[config.mk]
export PLATFORM = sky130hd
export DESIGN_NAME = rgb_gradient_text_colorizer_unit
export DESIGN_NICKNAME = d
export VERILOG_FILES = /design/src/rtl/rgbgtc_pkg.sv /design/src/rtl/rgbgtc_ctrl.sv /design/src/rtl/rgbgtc_dp.sv /design/src/rtl/rgb_gradient_text_colorizer_unit.sv
export SDC_FILE = /design/constraint.sdc
export NUM_CORES = 1
export LEC_CHECK = 0
export BUFFER_PORTS_ARGS = -buffer_cell sky130_fd_sc_hd__clkbuf_2
export CELL_PAD_IN_SITES_DETAIL_PLACEMENT = 0
export CELL_PAD_IN_SITES_GLOBAL_PLACEMENT = 1
export CORE_MARGIN = 5
export CORE_UTILIZATION = 50
export DETAILED_ROUTE_END_ITERATION = 6
export HOLD_SLACK_MARGIN = 0.1
export PLACE_DENSITY_LB_ADDON = 0.1
export RECOVER_POWER = 25
export SYNTH_ARGS = -nofsm -noshare
export SYNTH_HDL_FRONTEND = slang
export SYNTH_SLANG_ARGS = --single-unit
[constraint.sdc]
create_clock -name clk -period 10.3 [get_ports clk]
set_input_delay 0.515 -clock clk [delete_from_list [all_inputs] [get_ports clk]]
set_output_delay 0.515 -clock clk [all_outputs]
set_load 0.005 [all_outputs]
[src/rtl/rgbgtc_pkg.sv]
// shared types and constants for the rgb gradient text colorizer
// used by rgbgtc_ctrl, rgbgtc_dp and the top level; no dependencies
package rgbgtc_pkg;

    localparam int CHAR_W     = 8;
    localparam int CHAN_W     = 8;
    localparam int COLOR_W    = 24;
    localparam int STEP_W     = 12;
    localparam int PROD_W     = STEP_W + CHAN_W;
    localparam int MAG_W      = PROD_W + 2;
    localparam int QBITS      = 8;
    localparam int QCNT_W     = 3;
    localparam int CFG_ADDR_W = 2;
    localparam int POS_BITS_DEF = 12;

    localparam logic [CHAR_W-1:0]  SPACE_CODE = 8'd32;
    localparam logic [COLOR_W-1:0] START_RST  = 24'h000000;
    localparam logic [COLOR_W-1:0] END_RST    = 24'hFFFFFF;
    localparam logic [STEP_W-1:0]  STEPS_RST  = 12'd1;

    typedef enum logic [CFG_ADDR_W-1:0] {
        CFG_START = 2'd0,
        CFG_END   = 2'd1,
        CFG_STEPS = 2'd2
    } cfg_idx_t;

    typedef enum logic [1:0] {
        ST_IDLE,
        ST_MUL,
        ST_DIV,
        ST_DONE
    } state_t;

    typedef struct packed {
        logic load;
        logic mul;
        logic div;
        logic div_last;
        logic emit;
    } ctrl_cmd_t;

    typedef struct packed {
        logic item_space;
        logic last_ch;
        logic out_free;
    } dp_status_t;

endpackage

[src/rtl/rgbgtc_ctrl.sv]
// colorizer sequencer: accept, per-channel multiply and divide unless space, emit
// depends on rgbgtc_pkg
module rgbgtc_ctrl
    import rgbgtc_pkg::*;
(
    input  logic       clk,
    input  logic       rst_n,
    input  logic       in_valid,
    output logic       in_ready,
    input  dp_status_t status,
    output ctrl_cmd_t  cmd
);

    state_t             state_reg, state_next;
    logic [QCNT_W-1:0]  bit_cnt_reg, bit_cnt_next;

    always_ff @(posedge clk or negedge rst_n)
    begin
        if (!rst_n)
        begin
            state_reg   <= ST_IDLE;
            bit_cnt_reg <= '0;
        end
        else
        begin
            state_reg   <= state_next;
            bit_cnt_reg <= bit_cnt_next;
        end
    end

    always_comb
    begin
        state_next   = state_reg;
        bit_cnt_next = bit_cnt_reg;
        cmd          = '0;
        in_ready     = 1'b0;
        case (state_reg)
            ST_IDLE:
            begin
                in_ready = 1'b1;
                if (in_valid)
                begin
                    cmd.load   = 1'b1;
                    state_next = ST_MUL;
                end
            end
            ST_MUL:
            begin
                if (status.item_space)
                begin
                    state_next = ST_DONE;
                end
                else
                begin
                    cmd.mul      = 1'b1;
                    bit_cnt_next = '0;
                    state_next   = ST_DIV;
                end
            end
            ST_DIV:
            begin
                cmd.div      = 1'b1;
                bit_cnt_next = bit_cnt_reg + 1'b1;
                if (bit_cnt_reg == QCNT_W'(QBITS - 1))
                begin
                    cmd.div_last = 1'b1;
                    state_next   = status.last_ch ? ST_DONE : ST_MUL;
                end
            end
            ST_DONE:
            begin
                // wait for the output register to free up
                if (status.out_free)
                begin
                    cmd.emit   = 1'b1;
                    state_next = ST_IDLE;
                end
            end
            default:
            begin
                state_next = ST_IDLE;
            end
        endcase
    end

endmodule

[src/rtl/rgbgtc_dp.sv]
// datapath: gradient position, channel multiply, shared restoring divider,
// output register; depends on rgbgtc_pkg, driven by rgbgtc_ctrl
module rgbgtc_dp
    import rgbgtc_pkg::*;
#(
    parameter int POS_BITS = POS_BITS_DEF
)
(
    input  logic               clk,
    input  logic               rst_n,
    input  ctrl_cmd_t          cmd,
    output dp_status_t         status,
    input  logic [CHAR_W-1:0]  char_in,
    input  logic               first_in,
    input  logic [COLOR_W-1:0] cfg_start,
    input  logic [COLOR_W-1:0] cfg_end,
    input  logic [STEP_W-1:0]  cfg_steps,
    input  logic               out_ready,
    output logic               out_valid,
    output logic [CHAR_W-1:0]  out_char,
    output logic               out_colored,
    output logic [CHAN_W-1:0]  out_red,
    output logic [CHAN_W-1:0]  out_green,
    output logic [CHAN_W-1:0]  out_blue
);

    localparam int CMP_W = (POS_BITS > STEP_W) ? POS_BITS : STEP_W;
    localparam logic [CMP_W-1:0] POS_MAX = CMP_W'((32'd1 << POS_BITS) - 32'd1);

    logic [POS_BITS-1:0] pos_reg;
    logic [STEP_W-1:0]   p_reg;
    logic [CHAR_W-1:0]   char_reg;
    logic                space_reg;
    logic [1:0]          ch_reg;
    logic [MAG_W-1:0]    rem_reg;
    logic [MAG_W-1:0]    div_reg;
    logic [QBITS-1:0]    q_reg;
    logic                neg_reg;
    logic [CHAN_W-1:0]   a_reg;
    logic [CHAN_W-1:0]   red_reg, green_reg, blue_reg;
    logic                out_valid_reg;

    // position update at accept
    logic [POS_BITS-1:0] pos_eff;
    logic [CMP_W-1:0]    pos_x, steps_x, p_x, limit_x, adv_x;
    logic                in_space;

    always_comb
    begin
        in_space = (char_in == SPACE_CODE);
        pos_eff  = first_in ? '0 : pos_reg;
        pos_x    = CMP_W'(pos_eff);
        steps_x  = CMP_W'(cfg_steps);
        p_x      = (pos_x > steps_x) ? steps_x : pos_x;
        limit_x  = (steps_x > POS_MAX) ? POS_MAX : steps_x;
        adv_x    = (p_x < limit_x) ? p_x + 1'b1 : p_x;
    end

    // channel selection and product
    logic [CHAN_W-1:0] a_sel, b_sel, diff;
    logic              neg;
    logic [PROD_W-1:0] prod;
    logic [MAG_W-1:0]  mag;

    always_comb
    begin
        case (ch_reg)
            2'd0:
            begin
                a_sel = cfg_start[23:16];
                b_sel = cfg_end[23:16];
            end
            2'd1:
            begin
                a_sel = cfg_start[15:8];
                b_sel = cfg_end[15:8];
            end
            default:
            begin
                a_sel = cfg_start[7:0];
                b_sel = cfg_end[7:0];
            end
        endcase
        neg  = (b_sel < a_sel);
        diff = neg ? (a_sel - b_sel) : (b_sel - a_sel);
        prod = PROD_W'(p_reg) * PROD_W'(diff);
        mag  = (MAG_W'(prod) << 1) + MAG_W'(cfg_steps);
    end

    // one restoring divide step
    logic              ge;
    logic [QBITS-1:0]  q_next;
    logic [QBITS-1:0]  q_fin;
    logic [CHAN_W-1:0] chan_val;

    always_comb
    begin
        ge       = (rem_reg >= div_reg);
        q_next   = {q_reg[QBITS-2:0], ge};
        // zero steps means start colour
        q_fin    = (cfg_steps == '0) ? '0 : q_next;
        chan_val = neg_reg ? (a_reg - CHAN_W'(q_fin)) : (a_reg + CHAN_W'(q_fin));
    end

    always_ff @(posedge clk or negedge rst_n)
    begin
        if (!rst_n)
        begin
            pos_reg <= '0;
        end
        else if (cmd.load)
        begin
            pos_reg <= in_space ? pos_eff : adv_x[POS_BITS-1:0];
        end
    end

    always_ff @(posedge clk)
    begin
        if (cmd.load)
        begin
            char_reg  <= char_in;
            space_reg <= in_space;
            p_reg     <= p_x[STEP_W-1:0];
            ch_reg    <= 2'd0;
        end
        if (cmd.mul)
        begin
            rem_reg <= mag;
            div_reg <= MAG_W'({cfg_steps, 1'b0}) << (QBITS - 1);
            q_reg   <= '0;
            neg_reg <= neg;
            a_reg   <= a_sel;
        end
        if (cmd.div)
        begin
            if (ge)
            begin
                rem_reg <= rem_reg - div_reg;
            end
            div_reg <= div_reg >> 1;
            q_reg   <= q_next;
        end
        if (cmd.div_last)
        begin
            case (ch_reg)
                2'd0:    red_reg   <= chan_val;
                2'd1:    green_reg <= chan_val;
                default: blue_reg  <= chan_val;
            endcase
            ch_reg <= ch_reg + 2'd1;
        end
    end

    // output register
    always_ff @(posedge clk or negedge rst_n)
    begin
        if (!rst_n)
        begin
            out_valid_reg <= 1'b0;
        end
        else if (cmd.emit)
        begin
            out_valid_reg <= 1'b1;
        end
        else if (out_ready)
        begin
            out_valid_reg <= 1'b0;
        end
    end

    always_ff @(posedge clk)
    begin
        if (cmd.emit)
        begin
            out_char    <= char_reg;
            out_colored <= ~space_reg;
            out_red     <= space_reg ? '0 : red_reg;
            out_green   <= space_reg ? '0 : green_reg;
            out_blue    <= space_reg ? '0 : blue_reg;
        end
    end

    assign out_valid         = out_valid_reg;
    assign status.item_space = space_reg;
    assign status.last_ch    = (ch_reg == 2'd2);
    assign status.out_free   = ~out_valid_reg | out_ready;

endmodule

[src/rtl/rgb_gradient_text_colorizer_unit.sv]
// non-space character: one multiply and eight divide steps per channel on one
// shared restoring divider; a space skips the multiply and divide steps; a new
// character is taken only once the last result is registered, even if that
// result is not yet taken downstream
// rst_n (async, active low) clears position to zero and loads the reset colours
// and step count; depends on rgbgtc_pkg, rgbgtc_ctrl, rgbgtc_dp
module rgb_gradient_text_colorizer_unit
    import rgbgtc_pkg::*;
#(
    parameter int POS_BITS = POS_BITS_DEF
)
(
    input  logic                  clk,
    input  logic                  rst_n,
    input  logic                  s_axis_tvalid,
    output logic                  s_axis_tready,
    input  logic [7:0]            s_axis_tdata,   // char_code
    input  logic [0:0]            s_axis_tuser,   // first_char
    output logic                  m_axis_tvalid,
    input  logic                  m_axis_tready,
    output logic [31:0]           m_axis_tdata,   // out_char, red, green, blue
    output logic [0:0]            m_axis_tuser,   // colored
    input  logic                  cfg_we,
    input  logic [CFG_ADDR_W-1:0] cfg_addr,
    input  logic [COLOR_W-1:0]    cfg_wdata
);

    logic [COLOR_W-1:0] start_reg;
    logic [COLOR_W-1:0] end_reg;
    logic [STEP_W-1:0]  steps_reg;

    always_ff @(posedge clk or negedge rst_n)
    begin
        if (!rst_n)
        begin
            start_reg <= START_RST;
            end_reg   <= END_RST;
            steps_reg <= STEPS_RST;
        end
        else if (cfg_we)
        begin
            case (cfg_addr)
                CFG_START: start_reg <= cfg_wdata;
                CFG_END:   end_reg   <= cfg_wdata;
                CFG_STEPS: steps_reg <= cfg_wdata[STEP_W-1:0];
                default:   ;
            endcase
        end
    end

    ctrl_cmd_t  cmd;
    dp_status_t status;

    logic [CHAR_W-1:0] out_char;
    logic              out_colored;
    logic [CHAN_W-1:0] out_red, out_green, out_blue;

    rgbgtc_ctrl u_ctrl (
        .clk      (clk),
        .rst_n    (rst_n),
        .in_valid (s_axis_tvalid),
        .in_ready (s_axis_tready),
        .status   (status),
        .cmd      (cmd)
    );

    rgbgtc_dp #(
        .POS_BITS (POS_BITS)
    ) u_dp (
        .clk         (clk),
        .rst_n       (rst_n),
        .cmd         (cmd),
        .status      (status),
        .char_in     (s_axis_tdata),
        .first_in    (s_axis_tuser[0]),
        .cfg_start   (start_reg),
        .cfg_end     (end_reg),
        .cfg_steps   (steps_reg),
        .out_ready   (m_axis_tready),
        .out_valid   (m_axis_tvalid),
        .out_char    (out_char),
        .out_colored (out_colored),
        .out_red     (out_red),
        .out_green   (out_green),
        .out_blue    (out_blue)
    );

    assign m_axis_tdata = {out_blue, out_green, out_red, out_char};
    assign m_axis_tuser = out_colored;

endmodule
==> impl_metrics.py <==
metrics = {
    "outcome": {
        "outcome": "complete, but fails checks",
        "failed_checks": "max-capacitance violations, max-slew violations",
    },
    "yosys": {
        "synth-seq-cells": 216,
        "yosys.cell_count.top_type": "inv_1",
        "syn_nets": 1710,
        "yosysTopAreaCell": "edfxtp_1",
        "synth.avg_cell_area_um2": 10.37,
        "synth-main-ff-cell": "edfxtp_1",
        "syn-instance-count": 1482,
        "syn_area_um2": 15370,
        "synth.yosys.warnings": 0,
        "synth-async-reset-ratio_pct": 36.11,
        "portion_of_synthesized_cell_area_occupied_by_the_leading_cell_type_pct": 22.66,
        "netlist_top_cells_area": "edfxtp_1, ha_1, dfrtp_1, fa_1, mux2_2",
        "synth_commonest_cells": "inv_1, ha_1, edfxtp_1",
        "synth-seq-area-share_pct": 38.43,
        "post_synth_num_cell_types": 82,
        "synth_edf_count": 116,
    },
    "route": {
        "drt_first_pass_iters": 5,
        "drt_wl_total_mm": 37.24,
        "wire_per_inst_um": 18.93,
        "ant_nets": 0,
        "post-route-drc-count": 0,
        "initialDrtViolationCount": 577,
        "via_per_inst": 5.566,
        "routed-via-count": 10950,
    },
    "finish": {
        "area_of_the_multi_input_gates_um2": 8631,
        "area_growth_pct": 10.55,
        "layout-drive-gt1-share_pct": 15.85,
        "final.fill_count": 2741,
        "layout_nets": 1780,
        "insertedDiodeCount": 0,
        "storage_cell_area_um2": 5907,
    },
    "global_routing": {
        "globalRouteTotalUtil_pct": 22.08,
        "globalRoute.totalOverflow": 0,
        "first_global_vias": 11000,
        "grt_first_pass_wirelength_mm": 60.04,
        "antenna_found_initial": 1,
        "maximum_number_of_pins_on_one_net_before_global_route_repair": 73,
    },
    "timing": {
        "max_slew_margin_pct": -169.0,
        "worst_clock_skew_ns": 0.01862,
        "rsz0062_at_grt": "no",
        "tns_ns": 0,
        "finalHoldViolCount": 0,
        "tightest_slew_ns": 4.035,
        "clock.fmax_ghz": 0.1061,
        "post-route-min-period_ns": 9.423,
        "setup-violations-final": 0,
        "layout_worst_path_cycle_share_pct": 91.49,
        "max_slew_violations": 73,
    },
    "floorplan": {
        "floorplan.die_area_um2": 34350,
        "boundary_pin_count": 75,
        "initial_utilization_pct": 50.38,
        "rows": 64,
        "floorplan.die.width_um": 185.3,
        "floorplan.die.height_um": 185.3,
        "placeableCoreArea_um2": 30510,
    },
    "critical_path": {
        "crit_top_cell": "buf_4",
        "rr_startpoint": "u_dp.ch_reg[1]",
        "worstRegToRegCells": 34,
        "worstReg2RegEnd": "u_dp.rem_reg[19]",
        "cp_slowest_cell": "fa_1",
        "critPathRequiredTime_ns": 10.71,
        "setup.worst_path.end_class": "flop",
        "worst_reg_to_reg_setup_slack_ns": 0.88,
        "critical_path.endpoint": "u_dp.rem_reg[19]",
        "cp_max_fo": 19,
        "critical_path.max_stage_delay_ns": 0.55,
        "critPathArrivalTime_ns": 9.83,
        "timing.setup.critical_path_class": "reg -> reg",
        "critical_path.startpoint": "u_dp.ch_reg[1]",
        "critPathLaunchType": "flop",
    },
    "clock_network": {
        "path_clk_slew_ns": 0.06,
        "ctsLongestPathBuffers": 3,
        "cts_sinks": 216,
        "cts_max_level": 1,
        "cts_buffers": 25,
        "root_buffer": "clkbuf_16",
        "clock_insertion_delay_worst_skew_ns": 0.54,
        "tritoncts_clock_tree": "built",
    },
    "flow_run": {
        "drv_cap": 1,
    },
    "placed_design": {
        "finalWeightedCongestion": 0.8787,
        "port-buffer-count": 74,
        "dp_hpwl_mm": 28.62,
    },
    "min_path": {
        "worstHoldPathType": "in -> reg",
    },
}
## how the worst min path moves through the flow
stage                               start                    end  cells after the start
after global placement              rst_n  u_ctrl.bit_cnt_reg[0]                      1
after detailed placement            rst_n  u_ctrl.bit_cnt_reg[0]                      1
after global routing      s_axis_tdata[4]       u_dp.char_reg[4]                      1
after floorplan                     rst_n           start_reg[0]                      0
after CTS                 s_axis_tdata[0]       u_dp.char_reg[0]                      1
final                     s_axis_tdata[4]       u_dp.char_reg[4]                      1
## area by class of cell
cell class / instances / share of cell area (%)
multi-input combinational: 1050 / 50.80
sequential: 216 / 34.76
clock buffer: 30 / 4.035
inverter: 164 / 3.623
timing repair buffer: 95 / 2.997
tap: 396 / 2.916
clock inverter: 16 / 0.8689
## cell families (layout without fill, tap and decap cells)
kind of cell | count (synthesis) | after routing | share of synthesized area [%]
compound gates | 279 | 279 | 12.32
xor+xnor | 58 | 58 | 3.305
fa+ha+maj | 188 | 188 | 18.48
buf+inv | 216 | 305 | 5.617
flops | 216 | 216 | 38.43
mux | 102 | 102 | 7.367
simple gates | 423 | 423 | 14.48
## what timing repair did
item	4_1_cts	5_1_grt
hold buffers	1	0
resized for setup	0	4
endpoints found under the setup margin	0	4
setup buffers	0	0
hold endpoints to repair	6	0
## per-stage QoR
stage | instance area (um2) | worst slack, ns | hold slack (ns) | utilization (%) | cells
2_1_floorplan | 15370 | 1.424 | 0.2194 | - | 1482
3_3_place_gp | 16160 | 1.068 | 0.3417 | 52.97 | 1920
3_5_place_dp | 16160 | 0.8090 | 0.3425 | 52.98 | 1920
4_1_cts | 17010 | 0.7837 | 0.1605 | 55.75 | 1967
5_1_grt | 16990 | 0.07015 | 0.1674 | 55.69 | 1967
6_report | 16990 | 0.8767 | 0.1836 | 55.69 | 1967
## cell usage in the layout, fill, tap and decap left out, types with 28 or more instances in the layout
master	instances
a21o_1	39
a21oi_1	63
and2_1	45
clkbuf_2	66
dfrtp_1	53
edfxtp_1	116
fa_1	65
ha_1	122
inv_1	163
mux2_2	73
nand2_1	100
nand2b_1	28
nand3_1	34
nor2_1	61
nor2b_1	69
o21ai_0	48
xnor2_1	40
## metal layers
| metal | vias up | GRT usage, % | share of wire, % |
|---|---|---|---|
| li1 | 5316 | - | - |
| met1 | 5349 | 32.08 | 48 |
| met2 | 229 | 35.15 | 45 |
| met3 | 54 | 3.083 | 4.8 |
| met4 | 0 | 5.432 | 2.7 |
| met5 | - | 0 | 0 |
## worst max-delay path, delay by kind of cell (launching register included)
| kind | cells | cell delay, ns |
|---|---|---|
| AND/OR/NAND/NOR | 5 | 0.66 |
| AO/OA/AOI/OAI | 12 | 3.38 |
| adder cells (fa/ha/maj) | 7 | 2.92 |
| buffers and inverters | 8 | 1.28 |
| multiplexers | 2 | 0.65 |
| flip-flops | 1 | 0.39 |
Power is not shown: default switching activity piles up to over one toggle a cycle in this logic, so the estimate is an artifact.
